===== config.mk =====
export PLATFORM = sky130hd
export DESIGN_NAME = pfps_mul
export DESIGN_NICKNAME = d
export VERILOG_FILES = /design/src/rtl/core/pfps_pkg.sv /design/src/rtl/core/pfps_mul.sv
export SDC_FILE = /design/constraint.sdc
export NUM_CORES = 2
export LEC_CHECK = 0
export BUFFER_PORTS_ARGS = -buffer_cell sky130_fd_sc_hd__buf_2
export CORE_AREA = 2 2 343 345
export CTS_CLUSTER_SIZE = 28
export DETAILED_ROUTE_END_ITERATION = 16
export DIE_AREA = 0 0 345 347
export GPL_TIMING_DRIVEN = 0
export PLACE_DENSITY = 0.52
export SYNTH_ARGS = -nofsm -noshare
export SYNTH_HDL_FRONTEND = slang
export SYNTH_SLANG_ARGS = --single-unit

===== constraint.sdc =====
create_clock -name i_clk -period 16.91 [get_ports i_clk]
set_input_delay 1.691 -clock i_clk [delete_from_list [all_inputs] [get_ports i_clk]]
set_output_delay 1.691 -clock i_clk [all_outputs]
set_load 0.01 [all_outputs]

===== src/rtl/core/pfps_pkg.sv =====
// Shared types and constants for the profile feedforward PID step core.
package pfps_pkg;

    localparam int unsigned DataW   = 32;
    localparam int unsigned NumRegs = 7;
    localparam int unsigned AddrW   = 5;
    localparam int unsigned MulW    = 33;
    localparam int unsigned ProdW   = 2 * MulW;
    localparam int unsigned AccW    = 66;
    localparam int unsigned IntegW  = 48;
    localparam int unsigned FracW   = 16;
    localparam int unsigned InDataW  = 256;
    localparam int unsigned OutDataW = 96;

    // Register indexes (byte address is 4 * index)
    typedef enum logic [2:0] {
        REG_GAIN_POSITION    = 3'd0,
        REG_GAIN_INTEGRAL    = 3'd1,
        REG_GAIN_VELOCITY    = 3'd2,
        REG_GAIN_FF_VELOCITY = 3'd3,
        REG_GAIN_FF_ACCEL    = 3'd4,
        REG_OUTPUT_FLOOR     = 3'd5,
        REG_OUTPUT_CEILING   = 3'd6
    } t_reg_idx;

    localparam logic signed [DataW-1:0] FloorReset = 32'sh8000_0000;
    localparam logic signed [DataW-1:0] CeilReset  = 32'sh7FFF_FFFF;

    // Register file contents as seen by the datapath
    typedef struct packed {
        logic signed [DataW-1:0] gain_position;
        logic signed [DataW-1:0] gain_integral;
        logic signed [DataW-1:0] gain_velocity;
        logic signed [DataW-1:0] gain_ff_velocity;
        logic signed [DataW-1:0] gain_ff_accel;
        logic signed [DataW-1:0] output_floor;
        logic signed [DataW-1:0] output_ceiling;
    } t_cfg;

    // Sequencer steps: each MUL step feeds the multiplier, the following step uses the product
    typedef enum logic [4:0] {
        ST_IDLE,
        ST_PREP,
        ST_MUL_P,
        ST_ACC_P,
        ST_MUL_V,
        ST_ACC_V,
        ST_MUL_FV,
        ST_ACC_FV,
        ST_MUL_FA,
        ST_ACC_FA,
        ST_MUL_E,
        ST_INTEG,
        ST_MUL_LO,
        ST_HOLD_LO,
        ST_MUL_HI,
        ST_ACC_I,
        ST_OUT
    } t_state;

endpackage


===== src/rtl/core/pfps_mul.sv =====
// Shared signed 33x33 multiplier with a registered product.
module pfps_mul
    import pfps_pkg::*;
(
    input  logic                    i_clk,
    input  logic signed [MulW-1:0]  i_a,
    input  logic signed [MulW-1:0]  i_b,
    output logic signed [ProdW-1:0] o_prod
);

    logic signed [ProdW-1:0] r_prod;
    logic signed [ProdW-1:0] n_prod;

    assign n_prod = i_a * i_b;
    assign o_prod = r_prod;

    always_ff @(posedge i_clk) begin
        r_prod <= n_prod;
    end

endmodule


Word level (Yosys, flattened, before mapping)

Cells that the tools add are included.

Bits of input ports: 67
Memory bits (writable): 0
Output and inout bits: 66
Bits in registers: 66
Latch bits: 0
Memories: 0
Bits in read-only memories: 0
Word-level logic and storage cells: 2

$mul: 1
Shift-type cells: 0
Eq/ne operators: 0
Magnitude comparators: 0
Bitwise gates (word level): 0
Div/mod/pow operators: 0
Reduce and logical (&&, ||, !) cells: 0
Multiplexer cells: 0
Add/sub/neg operators: 0

Operators with widths:

| kind                                           | number |
|---|---|
| 33-bit by 33-bit multiplier with 66-bit output | 1 |

Longest topological paths before layout

Depth in word-level cells: 1
Mapped depth: 29
Gate-level depth less buffers: 27

Worst setup path after synthesis

Ideal clock, no wire load.

Path type: input-to-reg
Start point: in i_a[32]
End point: reg r_prod[65] (netlist: o_prod[65])
Data arrival time: 8.840 ns
Path buffers: 2
Data required time: 16.838 ns
Setup time: 0.072 ns
Slack: 7.998 ns
Cell stages on the path: 22
Cell sequence: clkbuf_1 -> nand2_1 -> inv_1 -> fa_1 -> fa_1 -> fa_1 -> fa_1 -> fa_1 -> fa_1 -> fa_1 -> inv_1 -> fa_1 -> inv_1 -> ha_1 -> clkbuf_1 -> a21o_1 -> a21o_1 -> a221o_1 -> a31oi_2 -> o211ai_1 -> o41ai_2 -> xnor2_1

Cells in the longest elaborated chain, start to end: 1

Ends and longest elaborated chain:

| element                                        | RTL line       | source |
|---|---|---|
| start, declared                                | pfps_mul.sv:6  | `input logic signed [MulW-1:0] i_a,` |
| 33-bit by 33-bit multiplier with 66-bit output | pfps_mul.sv:14 | `assign n_prod = i_a * i_b;` |
| net n_prod[65]                                 | pfps_mul.sv:12 | `logic signed [ProdW-1:0] n_prod;` |
| end signal, assigned                           | pfps_mul.sv:18 | `r_prod <= n_prod;` |
| end, declared                                  | pfps_mul.sv:11 | `logic signed [ProdW-1:0] r_prod;` |

The timed path passes the listed nets, and every way through them passes these cells.

Worst setup path after layout

Start point: in i_a[32]
End point: reg r_prod[64] (netlist: o_prod[64])

The elaborated chain is that of the path after synthesis.

==> out/summary.txt <==
First-pass GRT wire length - 226 mm
Routed vias - 30000
Number of synthesized flops with an enable pin - 0
CTS root buffer - clkbuf_16
Layout Area Growth over Synthesis - 7.19%
Nets@finish - 5874
Core ar. - 116000 um2
Crit path DAT - 11.11 ns
Warnings from Yosys - 0
DRT Pass-1 Iters - 8
Post-Synth XOR/XNOR Area - 1.63%
Sequential-to-total area share from yosys stat - 3.27%
Dpl ws - 5.44 ns
Initial Utilization - 34.9%
Post-DP HPWL - 131 mm
Mux cell area share after synthesis - 0%
Most common cell after layout, fill and taps aside - fa_1
Ys flop type - dfxtp_1
Period utilization - 63.6%
Endpoint class of the critical path - flop
Relative slew slack - 7.47%
Routability cong. - 1.00
Worst Path Max Fanout - 17
Status - finished, final reports clean
Htree depth - 3
Commonest cells after routing, fill and taps aside - fa_1, inv_1, and2_1
Max Cap Viol - 0
WL final - 154 mm
Post-DR vias/cell - 5.02
Port bufs - 132
Site row count - 125
Ys async rst share - 0%
Fill cells - 12000
Sink Count - 66
Critical path class - input port to flop
Final setup fails - 0
Die H - 347 um
Fin. Hold Viols - 0
Vias in the first global route - 32400
Flip-flop count of the largest register after layout - 66
CTS Buffer Depth - 2
Worst path slowest cell - fa_1
Post-DRT Antenna Nets - 0
Cell mode on critical path - fa_1
TritonCTS Buffers - 9
Fraction of layout cells with a size suffix above 1 - 3.87%
CTS tree - yes
Hold Buf Count CTS - 0
Compound-gate portion of the synthesized area - 3.60%
Cell breakdown of the critical path - buf_2 > clkbuf_1 > nand2_1 > inv_1 > fa_1 > fa_1 > fa_2 > fa_1 > fa_1 > fa_1 > fa_1 > inv_1 > fa_1 > inv_1 > ha_1 > a21o_1 > a211o_1 > or2_2 > a2111oi_2 > nor2_1 > a21oi_1 > xnor2_1
Io pins - 133
Final Critical Period - 10.75 ns
DR WL/cell - 25.7 um
Critical Path RT - 17.27 ns
Synth unique cells - 61
RSZ-0062 raised after global routing - no
Drt initial violations - 2373
Largest family of logic cells by synthesized area - adder cells
Initial antenna violation count - 38
Hold WC Path Type - input port to flop
Syn Inst Count - 4302
Actual slew at the worst max-slew pin - 1.37 ns
Count of pins over their slew limit - 0
Seq cells post-synth - 66
Setup TNS - 0 ns
Die area - 120000 um2
Adder-Cell Fraction of Synth Area - 63.5%
Die X - 345 um
DRC - 0
All-Layer GR Usage - 26.5%
Largest net degree at the start of global routing - 27
Avg Cell Area, Syn - 9.38 um2
Netlist Area Pre-Place - 40400 um2
Clock Pin Slew Worst Setup and Hold Paths - 0.07 ns
Postcts setup bufs - 0
F_max - 93.0 MHz
Post-CTS sizing - 0
Slowest Stage Delay on Critical Path - 1.26 ns
GRT overflow - 0
Setup WS post-layout - 6.16 ns
Crit start category - input port
Synth Area in Simple Gates - 15.4%
Net Count, Synth - 5731
## synth_stat cells (all sizes together) (7+ instances only)
cell    number  area (um2)
xnor2       55         482
nand4        9        56.3
o21ai       43         219
o21bai       8        60.1
o211ai       7        52.6
nor2        47         176
and4         7        61.3
a21oi       73         365
a211oi       9        87.6
ha         217        2720
and2       563        3520
clkbuf     220         826
xor2        20         175
nand3       18        90.1
o21a         7        52.6
fa        1145       22900
a21o        28         210
nor3         8        45.0
inv       1133        4250
a31oi       10        68.8
nand2      543        2040
nand2b       9        56.3
and3         7        43.8
dfxtp       66        1320
## worst paths after layout
check                 slack [ns]  cells after the start    start            endpoint
worst max-delay path        6.16                     22  i_a[32]  o_prod[64]$_DFF_P_
worst min-delay path        1.73                      2   i_a[0]   o_prod[0]$_DFF_P_
## routing by layer
metal  up-vias  routed length [um]  global-route usage (%)
met2      1332               68700                    41.1
met1     15800               61700                    35.2
met5         -                 210                       0
li1      12500                   -                       -
met4        32                8510                    12.6
met3       344               14700                    6.02
## kinds of logic (layout without fill, tap and decap cells)
group           count (synthesis)  count (layout)
fa+ha+maj                    1362            1362
other cells                     0              14
flops                          66              66
xor+xnor                       75              75
simple gates                 1228            1228
buf+inv                      1354            1502
compound gates                217             217
## per-stage QoR
stage          std cells  util (%)  area, um2  hold WS, ns
5_1_grt             5975      37.4      43200         1.72
4_1_cts             5974      37.4      43200         1.71
3_3_place_gp        5958      37.1      42900         2.08
2_1_floorplan       4302         -      40400         1.82
3_5_place_dp        5958      37.1      42900         2.08
6_report            5988      37.4      43300         1.73
## critical path, delay by kind of cell
kind	cells	cell delay, ns
fa+ha+maj	9	5.54
compound gates	4	1.50
buf+inv	5	1.37
simple gates	3	0.86
xor+xnor	1	0.13
## final cells by class
class	count	area (um2)	area share (%)
Inverter	1133	4250	9.83
Buffer	221	837	1.93
Clock inverter	6	67.6	0.156
Antenna cell	14	35.0	0.0810
Sequential cell	66	1320	3.05
Multi-Input combinational cell	2882	34000	78.5
Timing Repair Buffer	132	661	1.53
Tap cell	1524	1910	4.41
Clock buffer	10	229	0.529
Power is not shown: default switching activity piles up to over one toggle a cycle in this logic, so the estimate is an artifact.
