===== src/rtl/core/pfps_pkg.sv =====
// Shared types and constants for the profile feedforward PID step core.
package pfps_pkg;

    localparam int unsigned DataW   = 32;
    localparam int unsigned NumRegs = 7;
    localparam int unsigned AddrW   = 5;
    localparam int unsigned MulW    = 33;
    localparam int unsigned ProdW   = 2 * MulW;
    localparam int unsigned AccW    = 66;
    localparam int unsigned IntegW  = 48;
    localparam int unsigned FracW   = 16;
    localparam int unsigned InDataW  = 256;
    localparam int unsigned OutDataW = 96;

    // Register indexes (byte address is 4 * index)
    typedef enum logic [2:0] {
        REG_GAIN_POSITION    = 3'd0,
        REG_GAIN_INTEGRAL    = 3'd1,
        REG_GAIN_VELOCITY    = 3'd2,
        REG_GAIN_FF_VELOCITY = 3'd3,
        REG_GAIN_FF_ACCEL    = 3'd4,
        REG_OUTPUT_FLOOR     = 3'd5,
        REG_OUTPUT_CEILING   = 3'd6
    } t_reg_idx;

    localparam logic signed [DataW-1:0] FloorReset = 32'sh8000_0000;
    localparam logic signed [DataW-1:0] CeilReset  = 32'sh7FFF_FFFF;

    // Register file contents as seen by the datapath
    typedef struct packed {
        logic signed [DataW-1:0] gain_position;
        logic signed [DataW-1:0] gain_integral;
        logic signed [DataW-1:0] gain_velocity;
        logic signed [DataW-1:0] gain_ff_velocity;
        logic signed [DataW-1:0] gain_ff_accel;
        logic signed [DataW-1:0] output_floor;
        logic signed [DataW-1:0] output_ceiling;
    } t_cfg;

    // Sequencer steps: each MUL step feeds the multiplier, the following step uses the product
    typedef enum logic [4:0] {
        ST_IDLE,
        ST_PREP,
        ST_MUL_P,
        ST_ACC_P,
        ST_MUL_V,
        ST_ACC_V,
        ST_MUL_FV,
        ST_ACC_FV,
        ST_MUL_FA,
        ST_ACC_FA,
        ST_MUL_E,
        ST_INTEG,
        ST_MUL_LO,
        ST_HOLD_LO,
        ST_MUL_HI,
        ST_ACC_I,
        ST_OUT
    } t_state;

endpackage


===== src/rtl/core/pfps_regs.sv =====
// APB-style configuration register file for the PID step core.
module pfps_regs
    import pfps_pkg::*;
(
    input  logic             i_clk,
    input  logic             i_rst_n,
    input  logic             psel,
    input  logic             penable,
    input  logic             pwrite,
    input  logic [AddrW-1:0] paddr,
    input  logic [31:0]      pwdata,
    output logic [31:0]      prdata,
    output logic             pready,
    output t_cfg             o_cfg
);

    t_cfg     r_cfg;
    logic     wr_en;
    t_reg_idx idx;

    assign pready = 1'b1;
    assign wr_en  = psel & penable & pwrite;
    assign idx    = t_reg_idx'(paddr[AddrW-1:2]);
    assign o_cfg  = r_cfg;

    // Register writes; indexes past the last register are dropped
    always_ff @(posedge i_clk) begin
        if (!i_rst_n) begin
            r_cfg.gain_position    <= '0;
            r_cfg.gain_integral    <= '0;
            r_cfg.gain_velocity    <= '0;
            r_cfg.gain_ff_velocity <= '0;
            r_cfg.gain_ff_accel    <= '0;
            r_cfg.output_floor     <= FloorReset;
            r_cfg.output_ceiling   <= CeilReset;
        end else if (wr_en) begin
            case (idx)
                REG_GAIN_POSITION:    r_cfg.gain_position    <= pwdata;
                REG_GAIN_INTEGRAL:    r_cfg.gain_integral    <= pwdata;
                REG_GAIN_VELOCITY:    r_cfg.gain_velocity    <= pwdata;
                REG_GAIN_FF_VELOCITY: r_cfg.gain_ff_velocity <= pwdata;
                REG_GAIN_FF_ACCEL:    r_cfg.gain_ff_accel    <= pwdata;
                REG_OUTPUT_FLOOR:     r_cfg.output_floor     <= pwdata;
                REG_OUTPUT_CEILING:   r_cfg.output_ceiling   <= pwdata;
                default: ;
            endcase
        end
    end

    // Read mux
    always_comb begin
        case (idx)
            REG_GAIN_POSITION:    prdata = r_cfg.gain_position;
            REG_GAIN_INTEGRAL:    prdata = r_cfg.gain_integral;
            REG_GAIN_VELOCITY:    prdata = r_cfg.gain_velocity;
            REG_GAIN_FF_VELOCITY: prdata = r_cfg.gain_ff_velocity;
            REG_GAIN_FF_ACCEL:    prdata = r_cfg.gain_ff_accel;
            REG_OUTPUT_FLOOR:     prdata = r_cfg.output_floor;
            REG_OUTPUT_CEILING:   prdata = r_cfg.output_ceiling;
            default:              prdata = '0;
        endcase
    end

endmodule


===== config.mk =====
export PLATFORM = sky130hd
export DESIGN_NAME = pfps_regs
export DESIGN_NICKNAME = d
export VERILOG_FILES = /design/src/rtl/core/pfps_pkg.sv /design/src/rtl/core/pfps_regs.sv
export SDC_FILE = /design/constraint.sdc
export NUM_CORES = 1
export LEC_CHECK = 0
export BUFFER_PORTS_ARGS = -buffer_cell sky130_fd_sc_hd__buf_2
export CAP_MARGIN = 20
export CORE_MARGIN = 3
export CORE_UTILIZATION = 40
export CTS_BUF_LIST = sky130_fd_sc_hd__clkbuf_2 sky130_fd_sc_hd__clkbuf_4 sky130_fd_sc_hd__clkbuf_8
export CTS_CLUSTER_DIAMETER = 40
export CTS_CLUSTER_SIZE = 25
export DETAILED_ROUTE_END_ITERATION = 7
export HOLD_SLACK_MARGIN = 0.05
export PLACE_DENSITY = 0.71
export SYNTH_ARGS = -nofsm -noshare
export SYNTH_HDL_FRONTEND = slang
export SYNTH_SLANG_ARGS = --single-unit

===== constraint.sdc =====
create_clock -name i_clk -period 1.4 [get_ports i_clk]
set_clock_uncertainty 0.2 [all_clocks]
set_input_delay 0.14 -clock i_clk [delete_from_list [all_inputs] [get_ports i_clk]]
set_output_delay 0.14 -clock i_clk [all_outputs]
set_load 0.02 [all_outputs]

# Yosys cells after proc, flatten, opt, wreduce, memory -nomap -nowiden
# Cells that the tools add are included.
# classes
eq_ne	6
n_reduce_logical	8
n_mux	1
bitwise	2
# ops
operator	n
32-bit one-hot mux with 7 select lines	1
2-bit AND reduction	7
3-bit equality test (second input constant)	3
3-bit by 2-bit equality test with 1-bit output (second input constant)	2
3-bit by 1-bit equality test with 1-bit output (second input constant)	1
3-bit zero test	1
1-bit bitwise AND	2
# totals
word_cells	24
inputBits	42
regBits	224
output_inout_bits	257

# Longest topological paths before layout
# Gate-level depths: netlist of run 1.
# depth
ltp_word	3
mapped_depth	6
depth_no_buf	3

# Worst setup path after synthesis of run 1
# Ideal clock, no wire load.
# synth_path
path_kind	input port to output port
startpoint	in paddr[3]
endpoint	out prdata[18]
n_path_buf	2
path_slack_ps	-393
stages	5
arrival_ps	1453
required_ps	1060
cell_sequence	nand2b_1 -> clkbuf_1 -> clkbuf_1 -> o221a_2 -> a221oi_1
# synth_via
elab_chain_cells	2
elab_cells_between_ends	8
classes_between	eq/ne: 6; mux: 1; reduce/logical: 1
# synth_rtl
element	line_no	source
start, declared	pfps_regs.sv:10	input logic [AddrW-1:0] paddr,
3-bit equality test (tied with other cells)	pfps_regs.sv:52	case (idx)
32-bit one-hot mux with 7 select lines *	pfps_regs.sv:52	
end, declared	pfps_regs.sv:12	output logic [31:0] prdata,
# Every way passes the cells marked *; elsewhere a longest branch is shown, timed or not.

# Final worst setup path of run 1
# layout_path
startpoint	reg r_cfg, in the netlist o_cfg[113]
endpoint	out prdata[17]
# layout_via
elab_chain_cells	1
# layout_rtl
element	line_no	source
start, declared	pfps_regs.sv:17	t_cfg r_cfg;
32-bit one-hot mux with 7 select lines	pfps_regs.sv:52	
# Every way passes these cells.

==> impl_metrics.env, run 1 <==
export IMPL_path_clk_slew_ns=0.08
export IMPL_power_total_uw=15400
export IMPL_gr_usage_all_layers=0.290
export IMPL_die_width_microns=165
export IMPL_avgRoutedWirePerCell_microns=22.7
export IMPL_setup_tns_ns=-21.32
export IMPL_max_cap_violations=0
export IMPL_slew_violations=0
export IMPL_status="finished with violations"
export IMPL_drc=0
export IMPL_hp_class="in2reg"
export IMPL_grt_overflow=0
export IMPL_setup_viol=141
export IMPL_violations="negative setup slack"
export IMPL_crit_arrival_ns=1.71
export IMPL_yosysWarnings=0
export IMPL_synth_cells=1034
export IMPL_start_util=0.410
export IMPL_synth_top_area_share=0.446
export IMPL_finalHoldViolCount=0
export IMPL_fin_util=0.721
export IMPL_p_per_area_nw_per_um2=872
export IMPL_drive_gt1_frac=0.583
export IMPL_portBuffers=295
export IMPL_nFillCells=1533
export IMPL_clock_sinks=224
export IMPL_first_iter_violations=723
export IMPL_whs_ns=0.0541
export IMPL_ys_seq_elements=224
export IMPL_die_h_microns=165
export IMPL_synth_top_flop_cell="dfxtp_1"
export IMPL_regArea_sq_um=4780
export IMPL_clock_root_buffer="clkbuf_8"
export IMPL_syn_cell_area_sq_um=10100
export IMPL_vias=10624
export IMPL_cellLeakagePower_uw=0.00752
export IMPL_grt_pass1_vias=10774
export IMPL_ios=299
export IMPL_cts_tree="done"
export IMPL_relSlewSlack=0.651
export IMPL_fmaxAchievable_mhz=487
export IMPL_firstDrtPassIters=8
export IMPL_dpl_hpwl_microns=25300
export IMPL_htreeDepth=2
export IMPL_rsz0062_at_grt="yes"
export IMPL_layout_setup_ws_ns=-0.653
export IMPL_synth_async_reset_ratio=0
export IMPL_start_kind="flip-flop"
export IMPL_grt_pass1_wl_microns=61200
export IMPL_synthTopCellsByArea="dfxtp_1 45%, mux2i_1 26%, nand2_1 8.8%"
export IMPL_cts_made_buffers=37
export IMPL_antenna_found_initial=3
export IMPL_synth_edf_count=0
export IMPL_worst_pin_slew_ns=0.517
export IMPL_drt_total_wl_microns=43300
export IMPL_grt_max_degree=57
export IMPL_path_class="reg2out"
export IMPL_yosys_area_top_type="dfxtp_1"
export IMPL_largest_reg_flops=224
export IMPL_min_period_ns=2.05
export IMPL_clock_path_buffers=3
export IMPL_layout_commonest_cell="buf_6"
export IMPL_die_area_sq_um=27100
export IMPL_multi_input_area_sq_um=5590
export IMPL_rows=57
export IMPL_routabilityCongestion=0.847
export IMPL_syn_nets=1076
export IMPL_clk_latency_ns=0.53
export IMPL_endpoint_kind="primary output"
export IMPL_vdd_drop_max_v=0.000733
export IMPL_yosysUniqueCellTypes=29
export IMPL_core_sq_um=24500
export IMPL_cp_required_ns=1.06
export IMPL_worstPathMaxFanout=2
export IMPL_layout_common_cells="289 x buf_6, 258 x mux2i_1, 231 x nand2_1, 213 x dfxtp_2, 178 x buf_4"
export IMPL_ant_nets=0
export IMPL_post_route_period_util=1.47
export IMPL_via_per_inst=5.57
export IMPL_fin_nets=1596
export IMPL_ys_seq_area_frac=0.446
export IMPL_syn_avg_cell_area_sq_um=9.72
export IMPL_syn_to_final_growth_pct=75.9
-- worst paths after layout --
path | from | endpoint | slack (ns) | cells after the start
worst min-delay path | penable | o_cfg[1] | 0.05 | 4
worst min register to register | o_cfg[150] | o_cfg[150] | 0.27 | 2
worst max-delay path | o_cfg[113] | prdata[17] | -0.65 | 3
worst max register to register | o_cfg[180] | o_cfg[180] | 0.27 | 5
-- synthesized netlist by cell type (2+ instances only) --
| library cell | count |
|---|---|
| inv_1 | 53 |
| o21ai_0 | 32 |
| buf_4 | 16 |
| o311ai_0 | 32 |
| nand2b_1 | 2 |
| buf_1 | 8 |
| a221oi_1 | 21 |
| buf_6 | 4 |
| buf_2 | 13 |
| nor2_1 | 5 |
| mux2i_1 | 266 |
| a32oi_1 | 10 |
| mux2_2 | 11 |
| dfxtp_1 | 224 |
| o221a_2 | 21 |
| a2bb2oi_1 | 10 |
| nor2b_1 | 2 |
| o211ai_1 | 10 |
| nand2_1 | 235 |
| clkbuf_1 | 50 |
-- per-layer routing --
layer,up-vias,track usage,share of wire
li1,4691,-,-
met1,5165,0.351,0.38
met2,589,0.485,0.48
met3,179,0.0502,0.072
met4,0,0.171,0.064
met5,-,0,0
-- report_power, final --
part	total, uW	internal (uW)	switching [uW]	leakage (uW)
Combinational	1960	895	1060	0.00520
Sequential	6460	6410	47.6	0.00189
Clock	7010	3940	3060	0.000433
Total	15400	11300	4170	0.00752
-- cell type report --
type	count	share of cell area
Antenna cell	4	0.000566
Clock buffer	46	0.0351
Clock inverter	20	0.0151
Inverter	53	0.0113
Multi-Input combinational cell	666	0.316
Sequential cell	224	0.271
Tap cell	324	0.0229
Timing Repair Buffer	572	0.328
-- kinds of logic (layout without fill, tap and decap cells) --
kind of cell / after synthesis / after routing / synth area share
other cells: 1 / 5 / 0.000373
compound gates: 137 / 137 / 0.111
simple gates: 250 / 250 / 0.0982
buf+inv: 144 / 691 / 0.0644
flops: 224 / 224 / 0.446
mux: 278 / 278 / 0.279
-- metrics by stage --
stage / worst slack (ns) / std cells / cell area [sq um]
2_1_floorplan: -0.125 / 1034 / 10600
3_3_place_gp: -0.350 / 1754 / 13800
3_5_place_dp: -0.368 / 1754 / 13800
4_1_cts: -0.671 / 1861 / 17000
5_1_grt: -0.706 / 1908 / 17700
6_report: -0.653 / 1909 / 17700
-- critical path, stage by stage (launching register included) --
cell	delay, ns
dfxtp_2	0.33
mux4_2	0.45
mux2_4	0.28
buf_6	0.13
-- repair_timing --
action,in CTS,in global routing
pin swaps,36,15
resized for setup,696,158
hold endpoints to repair,224,0
setup buffers,18,85
endpoints found under the setup margin,250,223
hold buffers,35,0
gates cloned,0,2
Power figures use the tool's default switching activity.
==> run 2, diff against run 1 <==
BUFFER_PORTS_ARGS = unset   (was -buffer_cell sky130_fd_sc_hd__buf_2)
DONT_BUFFER_PORTS = 1   (was unset)
PLACE_DENSITY = 0.6   (was 0.71)
RECOVER_POWER = 50   (was unset)
==> impl_metrics.env, run 2 (same netlist as run 1, synthesis figures left out) <==
export IMPL_ios=299
export IMPL_layout_commonest_cell="mux2i_1"
export IMPL_status="finished with violations"
export IMPL_path_class="reg2out"
export IMPL_setup_tns_ns=-16.14
export IMPL_die_width_microns=165
export IMPL_rows=57
export IMPL_p_per_area_nw_per_um2=971
export IMPL_layout_common_cells="258 x mux2i_1, 234 x nand2_1, 160 x dfxtp_2, 158 x buf_6, 104 x buf_4"
export IMPL_endpoint_kind="primary output"
export IMPL_start_kind="flip-flop"
export IMPL_placed_area_sq_um=12800
export IMPL_dpl_hpwl_microns=23300
export IMPL_routabilityCongestion=0.807
export IMPL_nFillCells=2077
export IMPL_vias=8848
export IMPL_final_cells=1638
export IMPL_avgRoutedWirePerCell_microns=22.0
export IMPL_worst_pin_slew_ns=0.792
export IMPL_portBuffers=0
export IMPL_multi_input_area_sq_um=5540
export IMPL_hp_class="in2reg"
export IMPL_cellLeakagePower_uw=0.00595
export IMPL_setup_viol=49
export IMPL_crit_arrival_ns=1.65
export IMPL_worstPathMaxFanout=2
export IMPL_antenna_found_initial=1
export IMPL_cp_required_ns=1.06
export IMPL_drt_total_wl_microns=36100
export IMPL_post_route_period_util=1.42
export IMPL_htreeDepth=2
export IMPL_cts_made_buffers=37
export IMPL_fmaxAchievable_mhz=501
export IMPL_placed_cells=1540
export IMPL_core_sq_um=24500
export IMPL_via_per_inst=5.40
export IMPL_die_h_microns=165
export IMPL_fin_nets=1326
export IMPL_cts_tree="done"
export IMPL_grt_pass1_wl_microns=52000
export IMPL_max_cap_violations=0
export IMPL_relSlewSlack=0.471
export IMPL_design_area_sq_um=14800
export IMPL_clock_path_buffers=3
export IMPL_syn_to_final_growth_pct=47.5
export IMPL_rsz0062_at_grt="yes"
export IMPL_gr_usage_all_layers=0.250
export IMPL_fin_util=0.604
export IMPL_regArea_sq_um=4680
export IMPL_drc=0
export IMPL_grt_pass1_vias=8622
export IMPL_vdd_drop_max_v=0.000897
export IMPL_clock_root_buffer="clkbuf_8"
export IMPL_die_area_sq_um=27100
export IMPL_start_util=0.410
export IMPL_slew_violations=0
export IMPL_clock_sinks=224
export IMPL_drive_gt1_frac=0.456
export IMPL_path_clk_slew_ns=0.07
export IMPL_largest_reg_flops=224
export IMPL_finalHoldViolCount=224
export IMPL_clk_latency_ns=0.53
export IMPL_first_iter_violations=519
export IMPL_violations="negative hold slack, negative setup slack"
export IMPL_layout_setup_ws_ns=-0.595
export IMPL_firstDrtPassIters=4
export IMPL_min_period_ns=1.99
export IMPL_whs_ns=-0.441
export IMPL_grt_overflow=0
export IMPL_ant_nets=0
export IMPL_grt_max_degree=257
[run 2: cell count changes in the layout (fill, tap and decap cells not counted), sizes merged]
cell         change
clkinv           +6
diode            -3
clkinvlp         -2
bufinv           -1
dlygate4sd3     -20
buf            -255
clkbuf           +4
[run 2: area by class of cell]
cell class              count  share of cell area
diodes                      1            0.000169
flip-flops and latches    224               0.316
repair buffers            302               0.210
clock buffers              45              0.0409
multi-input cells         666               0.374
well taps                 324              0.0273
inverters                  53              0.0134
clock inverters            23              0.0183
[run 2: power by group]
part / total (uW) / switching [uW] / leakage [uW] / internal, uW
Combinational: 1200 / 664 / 0.00365 / 538
Clock: 6730 / 2990 / 0.000436 / 3740
Sequential: 6460 / 34.6 / 0.00186 / 6430
Total: 14400 / 3690 / 0.00595 / 10700
[run 2: per-stage QoR]
stage	total power, uW	setup WS, ns
6_report	14400	-0.595
4_1_cts	14500	-0.608
2_1_floorplan	7560	-0.125
5_1_grt	14900	-0.643
3_3_place_gp	7700	-0.177
3_5_place_dp	7710	-0.191
[run 2: final timing paths]
check,from,depth (start not counted),slack (ns),endpoint
setup / recovery,o_cfg[70],4,-0.59,prdata[6]
hold / removal,i_rst_n,2,-0.44,o_cfg[103]
hold reg to reg,o_cfg[33],3,0.39,o_cfg[33]
setup reg to reg,o_cfg[223],3,0.26,o_cfg[223]
[run 2: critical path, stage by stage, from the launching register on]
cell,delay (ns)
dfxtp_2,0.33
mux2_4,0.27
a32oi_2,0.19
o211ai_1,0.15
buf_4,0.18
[run 2: what timing repair did]
item                                   in CTS  in global routing
resized for setup                         138                213
setup endpoints to repair                  76                163
setup buffers                               6                 10
endpoints found under the hold margin     224                224
pin swaps                                  40                 16
[run 2: per-layer routing]
layer / track usage / up-vias / part of all wire / routed length [microns]
met5: 0 / - / 0 / 0
li1: - / 4182 / - / -
met3: 0.0788 / 72 / 0.081 / 2910
met4: 0.0831 / 0 / 0.031 / 1140
met2: 0.416 / 279 / 0.48 / 17200
met1: 0.307 / 4315 / 0.41 / 14800
==> run 3, diff against run 2 <==
PLACE_DENSITY = 0.58   (was 0.6)
clock period = 2.1 ns   (was 1.4 ns; I/O delays follow)
==> impl_metrics.env, run 3 <==
export IMPL_status="stopped before the end"
export IMPL_flow_stopped_at="4_1_cts"
export IMPL_tool_error="[ERROR RSZ-0060] Max buffer count reached."
export IMPL_clock_sinks=224
export IMPL_ys_seq_elements=224
export IMPL_die_width_microns=165
export IMPL_yosysUniqueCellTypes=29
export IMPL_synthTopCellsByArea="dfxtp_1 45%, mux2i_1 26%, nand2_1 8.8%"
export IMPL_clock_root_buffer="clkbuf_8"
export IMPL_syn_nets=1076
export IMPL_ys_seq_area_frac=0.446
export IMPL_synth_edf_count=0
export IMPL_die_h_microns=165
export IMPL_synth_cells=1034
export IMPL_routabilityCongestion=0.750
export IMPL_syn_cell_area_sq_um=10100
export IMPL_hold_buffers=290
export IMPL_placed_cells=1374
export IMPL_synth_top_area_share=0.446
export IMPL_post_cts_setup_buffers=0
export IMPL_yosys_area_top_type="dfxtp_1"
export IMPL_dpl_hpwl_microns=20900
export IMPL_portBuffers=0
export IMPL_synth_top_flop_cell="dfxtp_1"
export IMPL_ios=299
export IMPL_yosysMostFrequentCell="mux2i_1"
export IMPL_htreeDepth=2
export IMPL_cts_resized=113
export IMPL_clock_path_buffers=3
export IMPL_cts_made_buffers=39
export IMPL_synthTopCellsByCount="266 x mux2i_1, 235 x nand2_1, 224 x dfxtp_1"
export IMPL_yosysWarnings=0
export IMPL_syn_avg_cell_area_sq_um=9.72
export IMPL_start_util=0.410
export IMPL_synth_async_reset_ratio=0
export IMPL_rows=57
export IMPL_placed_area_sq_um=10900
-- run 3: cell counts after synthesis --
Identical to the previous run, type by type.
-- run 3: cell families after synthesis --
logic type,count (synthesis),share of synthesized area
AO/OA/AOI/OAI,137,0.111
flip-flops,224,0.446
other,1,0.000373
buffers and inverters,144,0.0644
AND/OR/NAND/NOR,250,0.0982
multiplexers,278,0.279
-- run 3: stage by stage --
step,hold slack (ns),setup slack (ns)
after detailed placement,0.127,0.317
after global placement,0.117,0.298
after floorplan,0.212,0.167
==> run 4, diff against run 3 <==
CORE_UTILIZATION = 25   (was 40)
CTS_BUF_LIST = unset   (was sky130_fd_sc_hd__clkbuf_2 sky130_fd_sc_hd__clkbuf_4 sky130_fd_sc_hd__clkbuf_8)
CTS_CLUSTER_DIAMETER = unset   (was 40)
CTS_CLUSTER_SIZE = unset   (was 25)
HOLD_SLACK_MARGIN = unset   (was 0.05)
PLACE_DENSITY = unset   (was 0.58)
PLACE_DENSITY_LB_ADDON = 0.15   (was unset)
==> impl_metrics.env, run 4 (same netlist as run 1, synthesis figures left out) <==
export IMPL_relSlewSlack=0.373
export IMPL_portBuffers=0
export IMPL_max_cap_violations=0
export IMPL_avgRoutedWirePerCell_microns=23.0
export IMPL_grt_overflow=0
export IMPL_clk_latency_ns=0.53
export IMPL_finalHoldViolCount=0
export IMPL_ff2ff_path_depth=4
export IMPL_gr_usage_all_layers=0.205
export IMPL_dpl_hpwl_microns=24600
export IMPL_multi_input_area_sq_um=5180
export IMPL_fin_util=0.404
export IMPL_endpoint_kind="primary output"
export IMPL_regArea_sq_um=4570
export IMPL_min_path_cells=2
export IMPL_largest_reg_flops=224
export IMPL_fin_nets=1461
export IMPL_final_cells=1955
export IMPL_min_period_ns=2.15
export IMPL_cellLeakagePower_uw=0.00603
export IMPL_violations="negative setup slack"
export IMPL_p_per_area_nw_per_um2=632
export IMPL_firstDrtPassIters=5
export IMPL_die_width_microns=207
export IMPL_layout_setup_ws_ns=-0.0490
export IMPL_syn_to_final_growth_pct=57.4
export IMPL_core_sq_um=39200
export IMPL_first_iter_violations=404
export IMPL_worst_pin_slew_ns=0.938
export IMPL_vias=9587
export IMPL_crit_arrival_ns=1.74
export IMPL_cts_made_buffers=27
export IMPL_status="finished with violations"
export IMPL_drive_gt1_frac=0.184
export IMPL_path_clk_slew_ns=0.06
export IMPL_use_met2=0.340
export IMPL_grt_busiest_layer="met2"
export IMPL_drt_total_wl_microns=45000
export IMPL_clock_root_buffer="clkbuf_16"
export IMPL_layout_commonest_cell="dlygate4sd3_1"
export IMPL_clock_sinks=224
export IMPL_grt_pass1_vias=9794
export IMPL_fmaxAchievable_mhz=465
export IMPL_rows=72
export IMPL_via_per_inst=4.90
export IMPL_hp_class="in2reg"
export IMPL_layout_common_cells="305 x dlygate4sd3_1, 266 x mux2i_1, 234 x nand2_1, 186 x dfxtp_1, 78 x buf_4"
export IMPL_die_h_microns=207
export IMPL_start_util=0.256
export IMPL_worstPathMaxFanout=3
export IMPL_ant_nets=0
export IMPL_grt_use_met1=0.267
export IMPL_path_class="reg2out"
export IMPL_drc=0
export IMPL_diodes=0
export IMPL_cp_required_ns=1.69
export IMPL_post_place_ws_ns=0.245
export IMPL_grt_pass1_wl_microns=65700
export IMPL_start_kind="flip-flop"
export IMPL_slew_violations=0
export IMPL_nFillCells=3943
export IMPL_rrSetupSlack_ns=-0.04
export IMPL_use_met3=0.0610
export IMPL_routabilityCongestion=0.705
export IMPL_grt_max_degree=168
export IMPL_whs_ns=0.0156
export IMPL_cts_tree="done"
export IMPL_power_total_uw=9990
export IMPL_clock_path_buffers=3
export IMPL_setup_viol=14
export IMPL_die_area_sq_um=42600
export IMPL_rsz0062_at_grt="yes"
export IMPL_htreeDepth=1
export IMPL_ios=299
export IMPL_antenna_found_initial=1
export IMPL_vdd_drop_max_v=0.000466
export IMPL_placed_cells=1600
export IMPL_post_route_period_util=1.02
run 4: path summary, 6_finish.rpt:
path / from / to
setup / recovery: o_cfg[70] / prdata[6]
hold / removal: i_rst_n / o_cfg[191]
setup reg to reg: o_cfg[53] / o_cfg[53]
hold reg to reg: o_cfg[72] / o_cfg[72]
run 4: where the power goes:
group	leakage, uW	total [uW]	switching, uW	internal, uW
Combinational	0.00376	801	441	359
Sequential	0.00183	4330	61.4	4270
Clock	0.000443	4860	1900	2960
Total	0.00603	9990	2400	7590
run 4: stage by stage:
step	instance area [sq um]	TNS (ns)
floorplan	10100	0
global placement	11500	0
detailed placement	11500	0
CTS	15700	-0.254
global route	15800	-4.14
finish	15800	-0.263
run 4: cell type report:
class | count | share of cell area
Tap cell | 518 | 0.0410
Clock inverter | 5 | 0.00633
Inverter | 53 | 0.0126
Multi-Input combinational cell | 666 | 0.328
Clock buffer | 42 | 0.0507
Timing Repair Buffer | 447 | 0.272
Sequential cell | 224 | 0.289
run 4: routing by layer:
metal  routed length [microns]  part of all wire
met2                     21300              0.47
met5                         0                 0
met1                     19400              0.43
met3                      3700             0.082
met4                       644             0.014
run 4: worst max-delay path, stage by stage, from the launching register on:
cell,delay [ns]
dfxtp_4,0.37
mux2_4,0.29
a32oi_4,0.21
o211ai_1,0.14
buf_4,0.18
run 4: timing repair:
action / in CTS / in global routing
hold endpoints to repair: 224 / 5
hold buffers: 306 / 9
endpoints found under the setup margin: 24 / 106
gates resized for setup: 74 / 140
buffers inserted: 1 / 0
pin swaps: 7 / 10
cloned: 0 / 0
